[config.mk]
export PLATFORM = sky130hd
export DESIGN_NAME = mme_back
export DESIGN_NICKNAME = d
export VERILOG_FILES = /design/src/mme_pkg.sv /design/src/mme_back.sv
export SDC_FILE = /design/constraint.sdc
export NUM_CORES = 1
export LEC_CHECK = 0
export BUFFER_PORTS_ARGS = -buffer_cell sky130_fd_sc_hd__buf_2
export CAP_MARGIN = 15
export CORE_MARGIN = 1
export CORE_UTILIZATION = 60
export DETAILED_ROUTE_END_ITERATION = 10
export PLACE_DENSITY = 0.86
export SYNTH_ARGS = -nofsm -noshare
export SYNTH_HDL_FRONTEND = slang
export SYNTH_SLANG_ARGS = --single-unit
[constraint.sdc]
create_clock -name clk -period 6.9 [get_ports clk]
set_input_delay 1.035 -clock clk [delete_from_list [all_inputs] [get_ports clk]]
set_output_delay 1.035 -clock clk [all_outputs]
set_load 0.005 [all_outputs]
[src/mme_pkg.sv]
// ----------------------------------------------------------------------------
// mme_pkg
// Shared types and constants for the matrix multiply engine.
// ----------------------------------------------------------------------------
package mme_pkg;

    localparam int unsigned IDX_W       = 6;   // row / col field width
    localparam int unsigned ELEM_W      = 16;  // Q8.8 element
    localparam int unsigned PROD_W      = 32;  // Q16.16 product
    localparam int unsigned ACC_W       = 40;  // Q24.16 accumulated sum
    localparam int unsigned SIZE_W      = 7;   // size register width
    localparam int unsigned CFG_IDX_W   = 2;
    localparam int unsigned CMP_W       = 9;   // holds values up to 511
    localparam int unsigned QUEUE_DEPTH = 2;
    localparam int unsigned QPTR_W      = $clog2(QUEUE_DEPTH);
    localparam int unsigned QCNT_W      = QPTR_W + 1;

    localparam logic [SIZE_W-1:0] SIZE_RESET = 7'd64;

    typedef enum logic [1:0] {
        FN_WR_A = 2'd0,
        FN_WR_B = 2'd1,
        FN_READ = 2'd2
    } func_t;

    typedef enum logic [CFG_IDX_W-1:0] {
        REG_ROWS_M  = 2'd0,
        REG_INNER_K = 2'd1,
        REG_COLS_N  = 2'd2
    } cfg_reg_t;

    // classified command held in the queue
    typedef enum logic [1:0] {
        OP_WR_A  = 2'd0,
        OP_WR_B  = 2'd1,
        OP_READ  = 2'd2,
        OP_RANGE = 2'd3
    } op_t;

    typedef struct packed {
        op_t               op;
        logic [IDX_W-1:0]  row;
        logic [IDX_W-1:0]  col;
        logic [ELEM_W-1:0] value;
    } cmd_t;

    typedef struct packed {
        logic [SIZE_W-1:0] rows_m;
        logic [SIZE_W-1:0] inner_k;
        logic [SIZE_W-1:0] cols_n;
    } sizes_t;

    typedef enum logic [1:0] {
        BK_IDLE  = 2'd0,
        BK_ISSUE = 2'd1,
        BK_DRAIN = 2'd2
    } bk_state_t;

endpackage

[src/mme_back.sv]
// ----------------------------------------------------------------------------
// mme_back
// Executes queued commands: element writes and dot-product reads, one MAC
// per cycle through the two element stores.
// ----------------------------------------------------------------------------
module mme_back #(
    parameter int unsigned MAX_DIM = 64
) (
    input  logic                                  clk,
    input  logic                                  rst_n,
    input  mme_pkg::sizes_t                       sizes,
    input  logic                                  q_valid,
    input  mme_pkg::cmd_t                         q_head,
    output logic                                  pop,
    output logic                                  a_we,
    output logic                                  b_we,
    output logic [((MAX_DIM * MAX_DIM > 1) ? $clog2(MAX_DIM * MAX_DIM) : 1)-1:0] waddr,
    output logic [mme_pkg::ELEM_W-1:0]            wdata,
    output logic [((MAX_DIM * MAX_DIM > 1) ? $clog2(MAX_DIM * MAX_DIM) : 1)-1:0] a_raddr,
    output logic [((MAX_DIM * MAX_DIM > 1) ? $clog2(MAX_DIM * MAX_DIM) : 1)-1:0] b_raddr,
    input  logic [mme_pkg::ELEM_W-1:0]            a_rdata,
    input  logic [mme_pkg::ELEM_W-1:0]            b_rdata,
    output logic                                  done,
    output logic [mme_pkg::ACC_W-1:0]             product_value,
    output logic                                  range_error
);

    localparam int unsigned AW = (MAX_DIM * MAX_DIM > 1) ? $clog2(MAX_DIM * MAX_DIM) : 1;
    localparam int unsigned CW = $clog2(MAX_DIM + 1);
    localparam logic [mme_pkg::CMP_W-1:0] MAX_C = mme_pkg::CMP_W'(MAX_DIM);

    mme_pkg::bk_state_t state_reg, state_next;

    logic [CW-1:0]                     t_reg, t_next;
    logic [AW-1:0]                     a_raddr_reg, a_raddr_next;
    logic [AW-1:0]                     b_raddr_reg, b_raddr_next;
    logic                              rd_vld_reg, rd_last_reg;
    logic signed [mme_pkg::PROD_W-1:0] prod_reg;
    logic                              prod_vld_reg, prod_last_reg;
    logic signed [mme_pkg::ACC_W-1:0]  acc_reg, acc_next;
    logic                              done_reg, done_next;
    logic [mme_pkg::ACC_W-1:0]         pv_reg, pv_next;
    logic                              err_reg, err_next;

    logic [mme_pkg::CMP_W-1:0]         k_eff;
    logic                              last_issue;
    logic                              issue;
    logic [AW-1:0]                     row_base;
    logic signed [mme_pkg::ACC_W-1:0]  acc_sum;

    assign k_eff = (mme_pkg::CMP_W'(sizes.inner_k) > MAX_C) ? MAX_C
                                                            : mme_pkg::CMP_W'(sizes.inner_k);
    assign last_issue = (mme_pkg::CMP_W'(t_reg) + mme_pkg::CMP_W'(1)) == k_eff;

    // entry (r,c) sits at r*MAX_DIM + c
    assign row_base = AW'(q_head.row) * AW'(MAX_DIM);
    assign waddr    = row_base + AW'(q_head.col);
    assign wdata    = q_head.value;
    assign a_raddr  = a_raddr_reg;
    assign b_raddr  = b_raddr_reg;

    assign acc_sum = acc_reg + mme_pkg::ACC_W'(prod_reg);

    always_comb
    begin
        state_next   = state_reg;
        t_next       = t_reg;
        a_raddr_next = a_raddr_reg;
        b_raddr_next = b_raddr_reg;
        acc_next     = prod_vld_reg ? acc_sum : acc_reg;
        done_next    = 1'b0;
        pv_next      = pv_reg;
        err_next     = err_reg;
        pop          = 1'b0;
        a_we         = 1'b0;
        b_we         = 1'b0;
        issue        = 1'b0;
        unique case (state_reg)
            mme_pkg::BK_IDLE:
            begin
                if (q_valid)
                begin
                    pop = 1'b1;
                    unique case (q_head.op)
                        mme_pkg::OP_WR_A:
                        begin
                            a_we = 1'b1;
                        end
                        mme_pkg::OP_WR_B:
                        begin
                            b_we = 1'b1;
                        end
                        mme_pkg::OP_RANGE:
                        begin
                            done_next = 1'b1;
                            pv_next   = '0;
                            err_next  = 1'b1;
                        end
                        mme_pkg::OP_READ:
                        begin
                            if (k_eff == '0)
                            begin
                                done_next = 1'b1;
                                pv_next   = '0;
                                err_next  = 1'b0;
                            end
                            else
                            begin
                                state_next   = mme_pkg::BK_ISSUE;
                                t_next       = '0;
                                a_raddr_next = row_base;
                                b_raddr_next = AW'(q_head.col);
                                acc_next     = '0;
                            end
                        end
                        default:
                        begin
                            pop = 1'b1;
                        end
                    endcase
                end
            end
            mme_pkg::BK_ISSUE:
            begin
                issue        = 1'b1;
                t_next       = t_reg + CW'(1);
                a_raddr_next = a_raddr_reg + AW'(1);
                b_raddr_next = b_raddr_reg + AW'(MAX_DIM);
                if (last_issue)
                begin
                    state_next = mme_pkg::BK_DRAIN;
                end
            end
            mme_pkg::BK_DRAIN:
            begin
                if (prod_vld_reg && prod_last_reg)
                begin
                    done_next  = 1'b1;
                    pv_next    = acc_sum;
                    err_next   = 1'b0;
                    state_next = mme_pkg::BK_IDLE;
                end
            end
            default:
            begin
                state_next = mme_pkg::BK_IDLE;
            end
        endcase
    end

    always_ff @(posedge clk or negedge rst_n)
    begin
        if (!rst_n)
        begin
            state_reg     <= mme_pkg::BK_IDLE;
            rd_vld_reg    <= 1'b0;
            rd_last_reg   <= 1'b0;
            prod_vld_reg  <= 1'b0;
            prod_last_reg <= 1'b0;
            done_reg      <= 1'b0;
            err_reg       <= 1'b0;
            pv_reg        <= '0;
        end
        else
        begin
            state_reg     <= state_next;
            rd_vld_reg    <= issue;
            rd_last_reg   <= issue && last_issue;
            prod_vld_reg  <= rd_vld_reg;
            prod_last_reg <= rd_last_reg;
            done_reg      <= done_next;
            err_reg       <= err_next;
            pv_reg        <= pv_next;
        end
    end

    always_ff @(posedge clk)
    begin
        t_reg       <= t_next;
        a_raddr_reg <= a_raddr_next;
        b_raddr_reg <= b_raddr_next;
        acc_reg     <= acc_next;
        prod_reg    <= signed'(a_rdata) * signed'(b_rdata);
    end

    assign done          = done_reg;
    assign product_value = pv_reg;
    assign range_error   = err_reg;

    a_done_idle: assert property (@(posedge clk) disable iff (!rst_n)
        done_reg |-> state_reg == mme_pkg::BK_IDLE)
        else $error("result beat while a read is still in flight");

    a_pipe_empty_idle: assert property (@(posedge clk) disable iff (!rst_n)
        (state_reg == mme_pkg::BK_IDLE) |-> !rd_vld_reg && !prod_vld_reg)
        else $error("MAC pipeline busy in idle");

    a_err_zero: assert property (@(posedge clk) disable iff (!rst_n)
        err_reg |-> pv_reg == '0)
        else $error("flagged read with nonzero value");

endmodule

== Yosys cells after proc, flatten, opt, wreduce, memory -nomap -nowiden ==
Cells that the tools add are included.

* Flip-flop bits (word level): 151
* Bits of input ports: 86
* Output and inout bits: 97

* Add/subtract/negate cells: 6
* Multipliers: 1
* Magnitude comparators: 1
* Equal/unequal tests: 13
* Muxes and demuxes: 48
* Reduce and logical (&&, ||, !) cells: 10

{| class="wikitable"
|+ Operator list
! operator !! count
|-
| $mux W40 || 8
|-
| $pmux W40 S2 || 2
|-
| $mux W12 || 6
|-
| $pmux W12 S2 || 2
|-
| $add A40 B32 Y40 || 1
|-
| $mul A16 B16 Y32 || 1
|-
| $mux W7 || 4
|-
| $mux W1 || 15
|-
| $pmux W7 S2 || 1
|-
| $add A12 B1 Y12 const B || 1
|-
| $add A12 B6 Y12 || 1
|-
| $add A12 B7 Y12 const B || 1
|-
| $mux W2 || 5
|-
| $reduce_and A5 Y1 || 2
|-
| $logic_not A9 Y1 || 1
|-
| $add A7 B1 Y8 const B || 1
|-
| $eq A8 B7 Y1 || 1
|-
| $ne A2 B2 Y1 const B || 4
|-
| $pmux W1 S2 || 4
|-
| $add A7 B1 Y7 const B || 1
|-
| $gt A7 B7 Y1 const B || 1
|-
| $eq A2 B2 Y1 const B || 3
|-
| $pmux W2 S3 || 1
|-
| $eq A2 B1 Y1 const B || 2
|-
| 7 further kinds || 10
|}

== Depth between registers and ports, before layout ==
* Word-level depth: 7
* Mapped depth: 25
* Mapped depth without buffers: 24

== Worst setup path before layout ==
OpenSTA, ideal clock, no wires.

* Path type: input port to flip-flop
* Start: input a_rdata[7] (netlist bit)
* End: register prod_reg[29] (netlist bit)
* Setup time: 0.120 ns
* Arrival: 6.325 ns
* Data required time: 6.780 ns
* Path slack: 0.455 ns
* Stages on the path: 24
* Path buffers: 1
* Cells stage by stage: clkbuf_1 > nand2_1 > fa_1 > inv_1 > fa_1 > inv_1 > fa_1 > inv_1 > fa_1 > fa_1 > inv_1 > fa_1 > inv_1 > ha_1 > a211oi_1 > nand3b_1 > a31oi_1 > o31ai_1 > nand2_1 > o311a_1 > nor2_1 > a21o_1 > a21oi_1 > xnor2_1

* Word-level cells in the longest chain between the ends: 1

{| class="wikitable"
|+ RTL lines
! element !! RTL line !! source
|-
| start, declared || mme_back.sv:21 || <nowiki>input logic [mme_pkg::ELEM_W-1:0] a_rdata,</nowiki>
|-
| $mul A16 B16 Y32 || mme_back.sv:183 || <nowiki>prod_reg <= signed'(a_rdata) * signed'(b_rdata);</nowiki>
|-
| end signal, assigned || mme_back.sv:183 ||
|-
| end, declared || mme_back.sv:38 || <nowiki>logic signed [mme_pkg::PROD_W-1:0] prod_reg;</nowiki>
|}

No other way between the ends.
A chain may end at the register's enable or synchronous reset.

== Final worst setup path ==
* Start: input b_rdata[4] (netlist bit)
* End: register prod_reg[31] (netlist bit)

* Word-level cells in the longest chain between the ends: 1

{| class="wikitable"
|+ RTL lines
! element !! RTL line !! source
|-
| start, declared || mme_back.sv:22 || <nowiki>input logic [mme_pkg::ELEM_W-1:0] b_rdata,</nowiki>
|-
| $mul A16 B16 Y32 || mme_back.sv:183 ||
|}

No other way between the ends.

==> results.toml <==
[timing]
tightest_slew_ps = 1110
hold_violations = 0
fin_skew_ps = 9.43
drv_slew = 0
finalSetupViolCount = 0
slew_headroom_pct = 25.6
finalCritPeriodShare_pct = 95.0
fin_setup_tns_ps = 0
max_freq_ghz = 0.153
rsz0062_at_grt = "false"
min_period_ps = 6560

[critical_path]
endpoint = "prod_reg[31]"
worstSetupStartpointType = "input port"
worstReg2RegStart = "prod_reg[0]"
worstRegToRegCells = 13
r2r-end = "acc_reg[36]"
required_ps = 7200
endpoint_kind = "flop"
crit_start = "b_rdata[4]"
crit_type = "input port to flop"
crit_fanout = 12
r2r_slack_ps = 3290
cp.arrival_ps = 6850

[cts]
cts_setup_buffers = 0
h-tree-depth = 4
cts_tree = "done"
ctsHoldBuffers = 0
clk_path_buf_depth = 2
cts_sinks = 151
cts_resized = 0
cts_buffers = 17
cts.clk_slew.worst_paths_ps = 70
root_buffer = "clkbuf_16"
clock_latency_ps = 430

[run_status]
status = "completed"

[drt]
dr_total_vias = 13600
viasPerCell = 5.78
first_pass_iters = 7
initialDrtViolationCount = 1104
totalWireLength_mm = 40.8
detail-route-antenna-nets = 0
drc = 0
wl_per_cell_um = 17.3

[final_layout]
area_delta_synth_final_pct = 9.44
drive_gt1_share_pct = 11.2
diodes = 0
nets = 2435

[synthesis]
synth_flop_cell = "dfxtp_1"
ys_seq_area_share_pct = 20.4
synth_edf_count = 31
netlist-cell-type-count = 70
synthArstFlopShare_pct = 31.8
syn-num-nets = 2334
ys_ff_latch = 151
yosysWarnings = 0
synth_cells = 1861
syn-mean-instance-area_um2 = 9.42
netlist_area_um2 = 17500

[global_route]
grt_use_total_pct = 28.4
grt_overflow = 0
grt_pass1_vias = 14800
grt_pass1_wl_mm = 68.4
grt_max_degree = 56
antenna_found_initial = 0

[floorplanning]
die_h_um = 173
rows = 62
io_pins = 183
initial_core_util_pct = 61.1
die_x_um = 173
coreArea_um2 = 28700
die_area_um2 = 29900

[placed_design]
portBuffers = 136
place.gp.congestion = 0.933
dp_hpwl_mm = 31.6

[min_path]
hp-class = "flop to flop"

[job]
drv_cap = 0
critical path, cell delays in order:
cell	delay (ps)
buf_2	210
and2_1	220
fa_1	540
inv_1	60
fa_1	470
fa_1	520
inv_1	60
fa_1	500
fa_1	490
inv_1	50
fa_1	470
inv_1	40
ha_1	320
a211oi_1	90
nand3b_1	100
a31oi_1	80
o31ai_1	440
nand2_1	170
o311a_1	420
o31ai_1	300
a21oi_1	120
xnor2_1	140
cell usage in the layout, fill, tap and decap left out, types with 12 or more instances in the layout:
cell | netlist | final
nand2b_1 | 17 | 17
a211oi_1 | 15 | 15
xor2_1 | 33 | 33
buf_4 | 31 | 36
a21o_1 | 26 | 26
clkbuf_16 | 0 | 20
edfxtp_1 | 31 | 31
xnor2_1 | 59 | 59
fa_1 | 263 | 263
dfrtp_1 | 48 | 47
a31oi_1 | 14 | 14
dfxtp_1 | 72 | 72
and2_1 | 137 | 137
ha_1 | 124 | 124
mux2i_1 | 33 | 33
o21bai_1 | 12 | 12
nor2_1 | 102 | 102
o21ai_0 | 55 | 54
inv_1 | 330 | 330
nand3_1 | 25 | 25
buf_2 | 1 | 136
a22o_1 | 33 | 33
nand2_1 | 175 | 175
a21oi_1 | 63 | 62
worst min path at each step:
stage	endpoint	cells past startpoint	slack [ps]	start
5_1_grt	prod_vld_reg	0	360	rd_vld_reg
6_report	prod_vld_reg	0	360	rd_vld_reg
2_1_floorplan	prod_last_reg	0	330	rd_last_reg
4_1_cts	prod_vld_reg	0	360	rd_vld_reg
3_5_place_dp	prod_vld_reg	0	350	rd_vld_reg
3_3_place_gp	prod_last_reg	0	330	rd_last_reg
layer usage:
metal | GRT usage, % | vias to the layer above | routed length (µm)
met5 | 0 | - | 0
met4 | 16.2 | 0 | 2150
met3 | 4.31 | 178 | 2440
met2 | 51.0 | 567 | 21100
met1 | 32.3 | 6814 | 15100
li1 | - | 6067 | -
final cells by class:
class / count / area (µm²)
Tap cell: 384 / 480
Fill cell: 2105 / 9520
Clock buffer: 20 / 500
Inverter: 331 / 1240
Multi-Input combinational cell: 1287 / 12300
Sequential cell: 151 / 3570
Timing Repair Buffer: 174 / 986
Clock inverter: 12 / 141
per-stage QoR:
step | worst slack [ps] | hold slack, ps | instance area, µm² | std cells | util [%]
2_1_floorplan | 455 | 331 | 17500 | 1861 | -
3_3_place_gp | 134 | 332 | 18500 | 2325 | 64.5
3_5_place_dp | -47.6 | 346 | 18500 | 2325 | 64.5
4_1_cts | 369 | 356 | 19100 | 2357 | 66.7
5_1_grt | 80.7 | 360 | 19200 | 2359 | 66.8
6_report | 345 | 357 | 19200 | 2359 | 66.8
cells in the mapped netlist, types with 14 or more instances:
library cell  number  area, µm²
a21o_1            26        195
nor2_1           102        383
edfxtp_1          31        931
nand2b_1          17        106
fa_1             263       5270
nand3_1           25        125
o21ai_0           55        275
ha_1             124       1550
a211oi_1          15        113
nand2_1          175        657
xnor2_1           59        517
clkbuf_1          54        203
buf_4             31        233
dfrtp_1           48       1200
xor2_1            33        289
a31oi_1           14       87.6
inv_1            330       1240
a22o_1            33        289
and2_1           137        857
a21oi_1           63        315
mux2i_1           33        330
dfxtp_1           72       1440
kinds of logic after synthesis:
logic type	share of synthesized area [%]
xor+xnor	4.73
compound gates	9.79
mux	1.88
simple gates	14.5
fa+ha+maj	38.9
buf+inv	9.77
flops	20.4
Power is not shown: default switching activity piles up to over one toggle a cycle in this logic, so the estimate is an artifact.
