$ cat config.mk
export PLATFORM = sky130hd
export DESIGN_NAME = mme_front
export DESIGN_NICKNAME = d
export VERILOG_FILES = /design/src/mme_pkg.sv /design/src/mme_front.sv
export SDC_FILE = /design/constraint.sdc
export NUM_CORES = 1
export LEC_CHECK = 0
export BUFFER_PORTS_ARGS = -buffer_cell sky130_fd_sc_hd__buf_2
export CORE_ASPECT_RATIO = 1.1
export CORE_MARGIN = 5
export CORE_UTILIZATION = 26
export DETAILED_ROUTE_END_ITERATION = 16
export GPL_ROUTABILITY_DRIVEN = 1
export GPL_TIMING_DRIVEN = 0
export PLACE_DENSITY = 0.55
export SETUP_SLACK_MARGIN = 0.3
export SYNTH_ARGS = -nofsm -noshare
export SYNTH_HDL_FRONTEND = slang
export SYNTH_SLANG_ARGS = --single-unit
export TNS_END_PERCENT = 30
$ cat constraint.sdc
create_clock -name clk -period 6 [get_ports clk]
set_input_delay 0.3 -clock clk [delete_from_list [all_inputs] [get_ports clk]]
set_output_delay 0.3 -clock clk [all_outputs]
set_load 0.03 [all_outputs]
$ cat src/mme_pkg.sv
// ----------------------------------------------------------------------------
// mme_pkg
// Shared types and constants for the matrix multiply engine.
// ----------------------------------------------------------------------------
package mme_pkg;

    localparam int unsigned IDX_W       = 6;   // row / col field width
    localparam int unsigned ELEM_W      = 16;  // Q8.8 element
    localparam int unsigned PROD_W      = 32;  // Q16.16 product
    localparam int unsigned ACC_W       = 40;  // Q24.16 accumulated sum
    localparam int unsigned SIZE_W      = 7;   // size register width
    localparam int unsigned CFG_IDX_W   = 2;
    localparam int unsigned CMP_W       = 9;   // holds values up to 511
    localparam int unsigned QUEUE_DEPTH = 2;
    localparam int unsigned QPTR_W      = $clog2(QUEUE_DEPTH);
    localparam int unsigned QCNT_W      = QPTR_W + 1;

    localparam logic [SIZE_W-1:0] SIZE_RESET = 7'd64;

    typedef enum logic [1:0] {
        FN_WR_A = 2'd0,
        FN_WR_B = 2'd1,
        FN_READ = 2'd2
    } func_t;

    typedef enum logic [CFG_IDX_W-1:0] {
        REG_ROWS_M  = 2'd0,
        REG_INNER_K = 2'd1,
        REG_COLS_N  = 2'd2
    } cfg_reg_t;

    // classified command held in the queue
    typedef enum logic [1:0] {
        OP_WR_A  = 2'd0,
        OP_WR_B  = 2'd1,
        OP_READ  = 2'd2,
        OP_RANGE = 2'd3
    } op_t;

    typedef struct packed {
        op_t               op;
        logic [IDX_W-1:0]  row;
        logic [IDX_W-1:0]  col;
        logic [ELEM_W-1:0] value;
    } cmd_t;

    typedef struct packed {
        logic [SIZE_W-1:0] rows_m;
        logic [SIZE_W-1:0] inner_k;
        logic [SIZE_W-1:0] cols_n;
    } sizes_t;

    typedef enum logic [1:0] {
        BK_IDLE  = 2'd0,
        BK_ISSUE = 2'd1,
        BK_DRAIN = 2'd2
    } bk_state_t;

endpackage

$ cat src/mme_front.sv
// ----------------------------------------------------------------------------
// mme_front
// Accepts commands, range-checks them and queues them for the back end.
// ----------------------------------------------------------------------------
module mme_front #(
    parameter int unsigned MAX_DIM = 64
) (
    input  logic                         clk,
    input  logic                         rst_n,
    input  logic                         start,
    output logic                         busy,
    input  logic [1:0]                   func,
    input  logic [mme_pkg::IDX_W-1:0]    row,
    input  logic [mme_pkg::IDX_W-1:0]    col,
    input  logic [mme_pkg::ELEM_W-1:0]   value,
    input  mme_pkg::sizes_t              sizes,
    input  logic                         pop,
    output logic                         q_valid,
    output mme_pkg::cmd_t                q_head
);

    localparam logic [mme_pkg::CMP_W-1:0] MAX_C = mme_pkg::CMP_W'(MAX_DIM);

    mme_pkg::cmd_t                 q_mem_reg [mme_pkg::QUEUE_DEPTH];
    logic [mme_pkg::QPTR_W-1:0]    wr_ptr_reg, wr_ptr_next;
    logic [mme_pkg::QPTR_W-1:0]    rd_ptr_reg, rd_ptr_next;
    logic [mme_pkg::QCNT_W-1:0]    count_reg, count_next;

    logic [mme_pkg::CMP_W-1:0] row_c, col_c;
    logic                      row_in_m, row_in_k, col_in_k, col_in_n;
    logic                      keep;
    logic                      push;
    mme_pkg::cmd_t             cmd;

    assign busy    = (count_reg == mme_pkg::QCNT_W'(mme_pkg::QUEUE_DEPTH));
    assign q_valid = (count_reg != '0);
    assign q_head  = q_mem_reg[rd_ptr_reg];

    // sizes above MAX_DIM act as MAX_DIM
    assign row_c    = mme_pkg::CMP_W'(row);
    assign col_c    = mme_pkg::CMP_W'(col);
    assign row_in_m = (row_c < mme_pkg::CMP_W'(sizes.rows_m))  && (row_c < MAX_C);
    assign row_in_k = (row_c < mme_pkg::CMP_W'(sizes.inner_k)) && (row_c < MAX_C);
    assign col_in_k = (col_c < mme_pkg::CMP_W'(sizes.inner_k)) && (col_c < MAX_C);
    assign col_in_n = (col_c < mme_pkg::CMP_W'(sizes.cols_n))  && (col_c < MAX_C);

    always_comb
    begin
        cmd.row   = row;
        cmd.col   = col;
        cmd.value = value;
        cmd.op    = mme_pkg::OP_RANGE;
        keep      = 1'b0;
        unique case (mme_pkg::func_t'(func))
            mme_pkg::FN_WR_A:
            begin
                cmd.op = mme_pkg::OP_WR_A;
                keep   = row_in_m && col_in_k;
            end
            mme_pkg::FN_WR_B:
            begin
                cmd.op = mme_pkg::OP_WR_B;
                keep   = row_in_k && col_in_n;
            end
            mme_pkg::FN_READ:
            begin
                cmd.op = (row_in_m && col_in_n) ? mme_pkg::OP_READ : mme_pkg::OP_RANGE;
                keep   = 1'b1;
            end
            default:
            begin
                keep = 1'b0;
            end
        endcase
    end

    assign push = start && !busy && keep;

    always_comb
    begin
        wr_ptr_next = push ? wr_ptr_reg + mme_pkg::QPTR_W'(1) : wr_ptr_reg;
        rd_ptr_next = pop  ? rd_ptr_reg + mme_pkg::QPTR_W'(1) : rd_ptr_reg;
        unique case ({push, pop})
            2'b10:   count_next = count_reg + mme_pkg::QCNT_W'(1);
            2'b01:   count_next = count_reg - mme_pkg::QCNT_W'(1);
            default: count_next = count_reg;
        endcase
    end

    always_ff @(posedge clk or negedge rst_n)
    begin
        if (!rst_n)
        begin
            wr_ptr_reg <= '0;
            rd_ptr_reg <= '0;
            count_reg  <= '0;
        end
        else
        begin
            wr_ptr_reg <= wr_ptr_next;
            rd_ptr_reg <= rd_ptr_next;
            count_reg  <= count_next;
        end
    end

    always_ff @(posedge clk)
    begin
        if (push)
        begin
            q_mem_reg[wr_ptr_reg] <= cmd;
        end
    end

    a_count_bound: assert property (@(posedge clk) disable iff (!rst_n)
        count_reg <= mme_pkg::QCNT_W'(mme_pkg::QUEUE_DEPTH))
        else $error("queue count overflow");

    a_pop_nonempty: assert property (@(posedge clk) disable iff (!rst_n)
        pop |-> count_reg != '0)
        else $error("pop from empty queue");

endmodule

Word-level counts from Yosys, hierarchy flattened
Memory sizes are Yosys's and may differ from the RTL's.
Index checks and enable logic that the tools add are counted.
{"block": "totals", "regBits": 4, "mem_bits_rw": 60, "output_inout_bits": 32, "memories": 1}
{"block": "classes", "addsub": 4, "order_cmp": 6, "eq_ne": 5, "muxes": 6, "n_reduce_logical": 13}
{"memory": "q_mem_reg", "depth": 2, "word_bits": 30, "rd": 1, "rd_clocked_by_memory_dff": 0, "write_ports": 1, "line_no": "mme_front.sv:24", "text": "mme_pkg::cmd_t q_mem_reg [mme_pkg::QUEUE_DEPTH];"}
{"op": "6-bit by 7-bit < comparator with 1-bit output", "n": 4}
{"op": "6-bit by 7-bit < comparator with 1-bit output (second input constant)", "n": 2}
{"op": "1-bit logical AND", "n": 9}
{"op": "2-bit equality test (second input constant)", "n": 3}
{"op": "2-bit case mux with 3 select lines", "n": 1}
{"op": "2-bit by 1-bit equality test with 1-bit output (second input constant)", "n": 2}
{"op": "2-bit case mux with 2 select lines", "n": 1}
{"op": "2-bit nonzero test", "n": 2}
{"op": "1-bit 2-to-1 mux", "n": 3}
{"op": "1-bit case mux with 3 select lines", "n": 1}
{"op": "1-bit adder (second input constant)", "n": 2}
{"op": "2-bit by 1-bit adder with 2-bit output (second input constant)", "n": 1}
{"op": "2-bit logical NOT", "n": 1}
{"op": "2-bit by 1-bit subtractor with 2-bit output (second input constant)", "n": 1}
{"op": "1-bit logical NOT", "n": 1}

Longest topological paths before layout
Gate-level depths: netlist of the first run.
{"block": "depth", "word_depth": 7, "depth_mapped": 12, "depth_no_buf": 12}

Worst setup path after synthesis of the first run
OpenSTA, ideal clock, no wires.
{"block": "synth_timing", "path_type": "in2reg", "startpoint": "in sizes[9] (netlist bit)", "endpoint": "mem q_mem_reg[0][0] (netlist bit), enable pin", "setup_ns": 0.421, "arrival_time_ns": 2.817, "required_ns": 5.579, "slack_ns": 2.763, "cell_stages": 8, "path_cell_list": "inv_1 ha_1 a21oi_2 o21ai_1 a221oi_2 o221ai_2 a21oi_2 nor2b_1"}
{"block": "synth_via", "elab_chain_len": 7}
{"element": "start: declaration", "line_no": "mme_front.sv:16", "text": "input mme_pkg::sizes_t sizes,"}
{"element": "6-bit by 7-bit < comparator with 1-bit output, on equally long branches", "line_no": "mme_front.sv:43, mme_front.sv:44"}
{"element": "1-bit logical AND, on equally long branches", "line_no": "mme_front.sv:43, mme_front.sv:44"}
{"element": "1-bit logical AND, on equally long branches", "line_no": "mme_front.sv:63, mme_front.sv:58"}
{"element": "1-bit case mux with 3 select lines (*)", "line_no": "mme_front.sv:54", "text": "unique case (mme_pkg::func_t'(func))"}
{"element": "1-bit logical AND (*)", "line_no": "mme_front.sv:77", "text": "assign push = start && !busy && keep;"}
{"element": "1-bit 2-to-1 mux (*)", "line_no": "mme_front.sv:108", "text": "if (push)"}
{"element": "1-bit 2-to-1 mux (not written as such) (*)", "line_no": "mme_front.sv:110", "text": "q_mem_reg[wr_ptr_reg] <= cmd;"}
{"element": "end: declaration", "line_no": "mme_front.sv:24"}
Every way passes the cells marked *; elsewhere a longest branch is shown, timed or not.

Worst setup path after layout of the first run
{"block": "layout_timing", "startpoint": "in row[2] (netlist bit)", "endpoint": "mem q_mem_reg[1][8] (netlist bit), enable pin"}
{"block": "layout_via", "elab_chain_len": 7}
{"element": "start: declaration", "line_no": "mme_front.sv:13", "text": "input logic [mme_pkg::IDX_W-1:0] row,"}
{"element": "6-bit by 7-bit < comparator with 1-bit output, on equally long branches", "line_no": "mme_front.sv:43, mme_front.sv:42"}
{"element": "1-bit logical AND, on equally long branches", "line_no": "mme_front.sv:43, mme_front.sv:42"}
{"element": "1-bit logical AND, on equally long branches", "line_no": "mme_front.sv:63, mme_front.sv:58"}
{"element": "1-bit case mux with 3 select lines (*)", "line_no": "mme_front.sv:54"}
{"element": "1-bit logical AND (*)", "line_no": "mme_front.sv:77"}
{"element": "1-bit 2-to-1 mux (*)", "line_no": "mme_front.sv:108"}
{"element": "1-bit 2-to-1 mux (not written as such) (*)", "line_no": "mme_front.sv:110"}
Marks and branches as above.

==> impl_metrics.toml, run 1 <==
[status]
status = "complete, no violations"

[synth]
synth_top_family_by_area = "multiplexers"
synth_mux_area_share_pct = 11.55
synth_most_common_cell = "edfxtp_1"
synth_top_area_share_pct = 61.62
avgSynthCellArea_sq_um = 15.89
synth-xor-area-share_pct = 1.498
syn_inst = 184
synth_compound_area_share_pct = 6.162
ys_top_cells_by_count = "edfxtp_1 (60), mux2_2 (30), ha_1 (21)"
syn-num-nets = 260
ys_seq_area_share_pct = 65.04
syn-cell-area_sq_um = 2924
synth.distinct_cells = 31
synthFlopType = "edfxtp_1"
synthSimpleGateAreaFrac_pct = 3.937
synth_warnings = 0
synth_top_cell_by_area = "edfxtp_1"
yosys-top-cells-area = "edfxtp_1 (62%), mux2_2 (12%), ha_1 (9.0%)"
synth-edff-count = 60
synthAdderAreaFrac_pct = 8.986
synth-seq-cells = 64
async_flop_share_pct = 6.250

[finish]
multiInputGateArea_sq_um = 948.4
nNetsFinal = 359
layout-drive-gt1-share_pct = 48.96
nFillCells = 1076
largest_register_ffs = 60
ff_latch_area_sq_um = 1902
syn2layout_area_growth_pct = 32.31
diodes = 0

[sta]
holdWs_ns = 0.1702
worst_pin_slew_ns = 0.8311
slew_headroom_pct = 44.60
setup_tns_ns = 0
setup_viol = 0
hold_viol = 0
rsz0062_at_grt = "false"
max_freq_mhz = 399.1
drv_slew = 0
fin_worst_skew_ns = 0.006547
fin_crit_sh_pct = 41.76
post-route-min-period_ns = 2.506

[critical_path]
crit_type = "in -> reg"
worst_setup_path_start_kind = "input port"
end_kind = "flip-flop"
critPathMaxFanout = 30
crit_arrival_ns = 2.44
required_ns = 5.94

[clocking]
cts_setup_buffers = 0
cts_buffer_depth = 2
clk_latency_ns = 0.32
hold_buffers = 1
root_buffer = "clkbuf_16"
cts_tree = "built"
clk_pin_slew_ns = 0.05
cts_buffers = 9
cts_resized = 0
clock-sinks = 64
htree_levels = 3

[grt]
grt_overflow = 0
grt_pass1_vias = 1956
antenna_found_initial = 0
grt_max_degree = 31
grt_pass1_wl_mm = 10.01
track_usage_pct = 9.810

[die]
die-width_um = 111.1
rows = 40
ios = 87
die_y_um = 121.2
core_area_sq_um = 10960
die_area_sq_um = 13470
start_util_pct = 26.68

[flow_run]
max-cap-violations = 0

[pwr]
power_density_nw_per_um2 = 427.6
ir_drop_mv = 0.1278
p_leak_uw = 0.001598

[placed_design]
dp_hpwl_mm = 4.712
gp_congestion = 0.7226
portBuffers = 86

[drt]
drc = 0
wl_per_cell_um = 14.56
wl_mm = 6.334
postRouteAntennaNets = 0
vias = 1797
vias_per_cell = 4.131
drt_iter0_markers = 37
drtPass1Iterations = 4

[hold_path]
hp-class = "in -> reg"
==> final timing paths <==
| path | end | startpoint | slack [ns] | depth (start not counted) |
|---|---|---|---|---|
| worst max register to register | q_mem_reg[1][8] | count_reg[1] | 4.03 | 4 |
| worst max-delay path | q_mem_reg[1][8] | row[2] | 3.49 | 8 |
| min in group asynchronous | wr_ptr_reg | rst_n | 0.31 | 2 |
| worst min register to register | wr_ptr_reg | wr_ptr_reg | 0.54 | 1 |
| max in group asynchronous | rd_ptr_reg | rst_n | 5.57 | 2 |
| worst min-delay path | q_mem_reg[1][5] | value[5] | 0.17 | 1 |
==> kinds of logic after synthesis <==
| group | count (synthesis) |
|---|---|
| flip-flops | 64 |
| multiplexers | 30 |
| AO/OA/AOI/OAI | 23 |
| buffers and inverters | 22 |
| adder cells (fa/ha/maj) | 21 |
| AND/OR/NAND/NOR | 19 |
| XOR/XNOR | 5 |
==> layout by cell type, fill, tap and decap left out, drive strengths merged, types with 4 or more instances in the layout <==
cell type and n:
buf 90, dfrtp 4, clkbuf 13, inv 18
nor2 5, edfxtp 60, a21o 4, ha 21
a21oi 5, o21ai 7, mux2 30
==> final cells by class <==
cell class	instances	share of cell area, %
Tap cell	147	4.754
Sequential cell	64	49.16
Clock inverter	4	1.229
Multi-Input combinational cell	98	24.51
Buffer	4	0.3881
Timing Repair Buffer	88	12.10
Clock buffer	12	6.113
Inverter	18	1.746
==> routing by layer <==
metal / global-route usage [%] / up-vias / part of all wire (%)
met4: 4.335 / 0 / 0.81
li1: - / 893 / -
met3: 3.591 / 5 / 6.4
met2: 16.50 / 61 / 49
met1: 11.23 / 838 / 44
met5: 0 / - / 0
==> worst max-delay path: stages <==
cell and delay, ns:
buf_2 0.13, ha_1 0.31, a21oi_1 0.14, o21ai_1 0.11, a221oi_2 0.32, o221ai_2 0.14
a21oi_2 0.24, and2_2 0.74
==> report_power, final <==
group	switching, uW	leakage (uW)	total [uW]	internal [uW]
Sequential	24.4	0.000596	598	573
Combinational	357	0.000866	563	205
Clock	174	0.000137	494	320
==> through the flow <==
stage / instance area (sq um) / total power, uW / util, % / setup WS, ns / cells
floorplan: 2924 / 1000 / - / 2.763 / 184
global placement: 3538 / 1167 / 32.28 / 1.447 / 417
detailed placement: 3575 / 1183 / 32.61 / 3.100 / 418
CTS: 3869 / 1691 / 35.30 / 3.429 / 435
global route: 3869 / 1751 / 35.30 / 3.339 / 435
finish: 3869 / 1654 / 35.30 / 3.494 / 435
No activity file was read; power rests on OpenSTA's default activity.
==> run 2: changes to the inputs <==
clock period = 2.6 ns   (was 6 ns; I/O delays follow)
==> run 2 against run 1 <==
Clock power increased by 110%. Non-clock buffer count increased by 16. Total power increased by 130%. Largest power group unchanged. Via count increased by 4.6%. Final area increased by 3.6%. Die area unchanged. Clock skew decreased by 0.0035 ns. Hold slack got worse by 0.16 ns.
==> impl_metrics.toml, run 2 (synthesis results as in run 1) <==
[sta]
post-route-min-period_ns = 2.134
setup_slack_ns = 0.4660
worst_pin_slew_ns = 0.6663
slew_headroom_pct = 55.58
fin_crit_sh_pct = 82.08
max_freq_mhz = 468.6
setup_viol = 0
hold_viol = 0
drv_slew = 0
rsz0062_at_grt = "true"
fin_worst_skew_ns = 0.003081

[placed_design]
dp_slack_ns = -0.2531
dp_hpwl_mm = 4.612
portBuffers = 86
gp_congestion = 0.7269
placedCellCount = 417

[die]
die_area_sq_um = 13470
ios = 87
die-width_um = 111.1
core_area_sq_um = 10960
start_util_pct = 26.68
rows = 40
die_y_um = 121.2

[drt]
drt_iter0_markers = 21
drc = 0
wl_mm = 6.360
vias_per_cell = 4.157
wl_per_cell_um = 14.07
postRouteAntennaNets = 0
vias = 1879
drtPass1Iterations = 4

[critical_path]
slowest_delay_ns = 0.52
timing.critical_path.buf_inv = 1
crit_type = "in -> reg"
worst_setup_path_start_kind = "input port"
critPathMaxFanout = 15
cp.depth = 8
end_kind = "flip-flop"
critPathTopFamily = "compound AO/OA/AOI/OAI gates"
required_ns = 2.56
critPathSlowestCell = "nor2b_4"
crit_arrival_ns = 2.09
r2r_cells = 4
crit_top_cell = "a21oi_2"
cp_cell_sequence = "buf_2, ha_1, a21oi_2, o21ai_1, a221oi_2, o221ai_2, a21oi_2, nor2b_4"

[finish]
layout-drive-gt1-share_pct = 45.90
final_cell_count_no_fill = 452
layout_common_cells = "buf_2 (86), edfxtp_1 (60), mux2_2 (30)"
diodes = 0
largest_register_ffs = 60
utilization_pct = 36.55
nNetsFinal = 376
layout_commonest_cell = "buf_2"
syn2layout_area_growth_pct = 37.01

[clocking]
clk_pin_slew_ns = 0.05
cts_tree = "built"
htree_levels = 3
cts_buffers = 9
root_buffer = "clkbuf_16"
clock-sinks = 64
cts_buffer_depth = 2
clk_latency_ns = 0.32

[flow_run]
max-cap-violations = 0

[hold_path]
hold-path-cell-count = 2
hp-class = "in -> reg"

[status]
status = "complete, no violations"

[pwr]
ir_drop_mv = 0.3412
switching_power_uw = 1286
p_int_uw = 2437
seqPwrFrac_pct = 37.2
combPwrFrac_pct = 35.2
p_leak_uw = 0.001657
p_clk_share_pct = 27.5
power_density_nw_per_um2 = 929.3
p_sw_share_pct = 34.55

[grt]
grt_pass1_wl_mm = 10.03
antenna_found_initial = 0
grt_pass1_vias = 2060
grt_max_degree = 31
grt_overflow = 0
track_usage_pct = 9.825
==> run 2: stage by stage <==
| step | TNS (ns) | hold WS [ns] | cell area [sq um] | total power, uW |
|---|---|---|---|---|
| 5_1_grt | 0 | 0.005456 | 4006 | 3918 |
| 6_report | 0 | 0.01060 | 4006 | 3723 |
| 3_3_place_gp | -25.39 | -0.05820 | 3546 | 2697 |
| 4_1_cts | 0 | 0.0001737 | 3975 | 3783 |
| 2_1_floorplan | 0 | -0.1656 | 2932 | 2313 |
| 3_5_place_dp | -10.72 | -0.05842 | 3547 | 2707 |
==> run 2: path summary, 6_finish.rpt <==
path,start,endpoint,slack [ns]
worst max-delay path,col[2],q_mem_reg[0][9],0.47
worst min-delay path,pop,rd_ptr_reg,0.01
worst max register to register,count_reg[1],q_mem_reg[0][9],0.84
worst min register to register,count_reg[0],count_reg[0],0.55
max in group asynchronous,rst_n,rd_ptr_reg,2.32
min in group asynchronous,rst_n,count_reg[1],0.15
==> run 2: routing by layer <==
| layer | wire [um] | GRT usage (%) |
|---|---|---|
| met5 | 0 | 0 |
| met4 | 131 | 5.019 |
| met3 | 394 | 3.142 |
| met2 | 3018 | 16.31 |
| met1 | 2815 | 11.44 |
==> run 2: worst register-to-register path, cell delays in order, from the launching register on <==
cell	delay (ns)
dfrtp_1	0.36
inv_1	0.10
o21ai_0	0.13
a21oi_2	0.27
nor2b_4	0.52
==> run 2: layout make-up <==
cell class	instances	area (sq um)
clock inverters	7	28.78
fillers	1081	6954
multi-input cells	99	963.4
plain buffers	4	15.01
clock buffers	9	225.2
flip-flops and latches	64	1902
well taps	147	183.9
inverters	18	67.56
repair buffers	104	620.6
==> run 2: repair_timing <==
action                                  in CTS  in global routing
buffers inserted                             0                  1
endpoints found under the setup margin      60                 60
hold endpoints to repair                    33                  2
cloned                                       1                  0
hold buffers                                16                  1
gates resized for setup                      1                  1
==> run 2: power by group through the flow <==
stage                     Combinational [uW]  Sequential, uW  Clock, uW
after floorplan                          926            1390          0
after global placement                  1300            1400          0
after detailed placement                1300            1400          0
after CTS                               1340            1390       1050
after global routing                    1420            1400       1100
final                                   1310            1390       1020
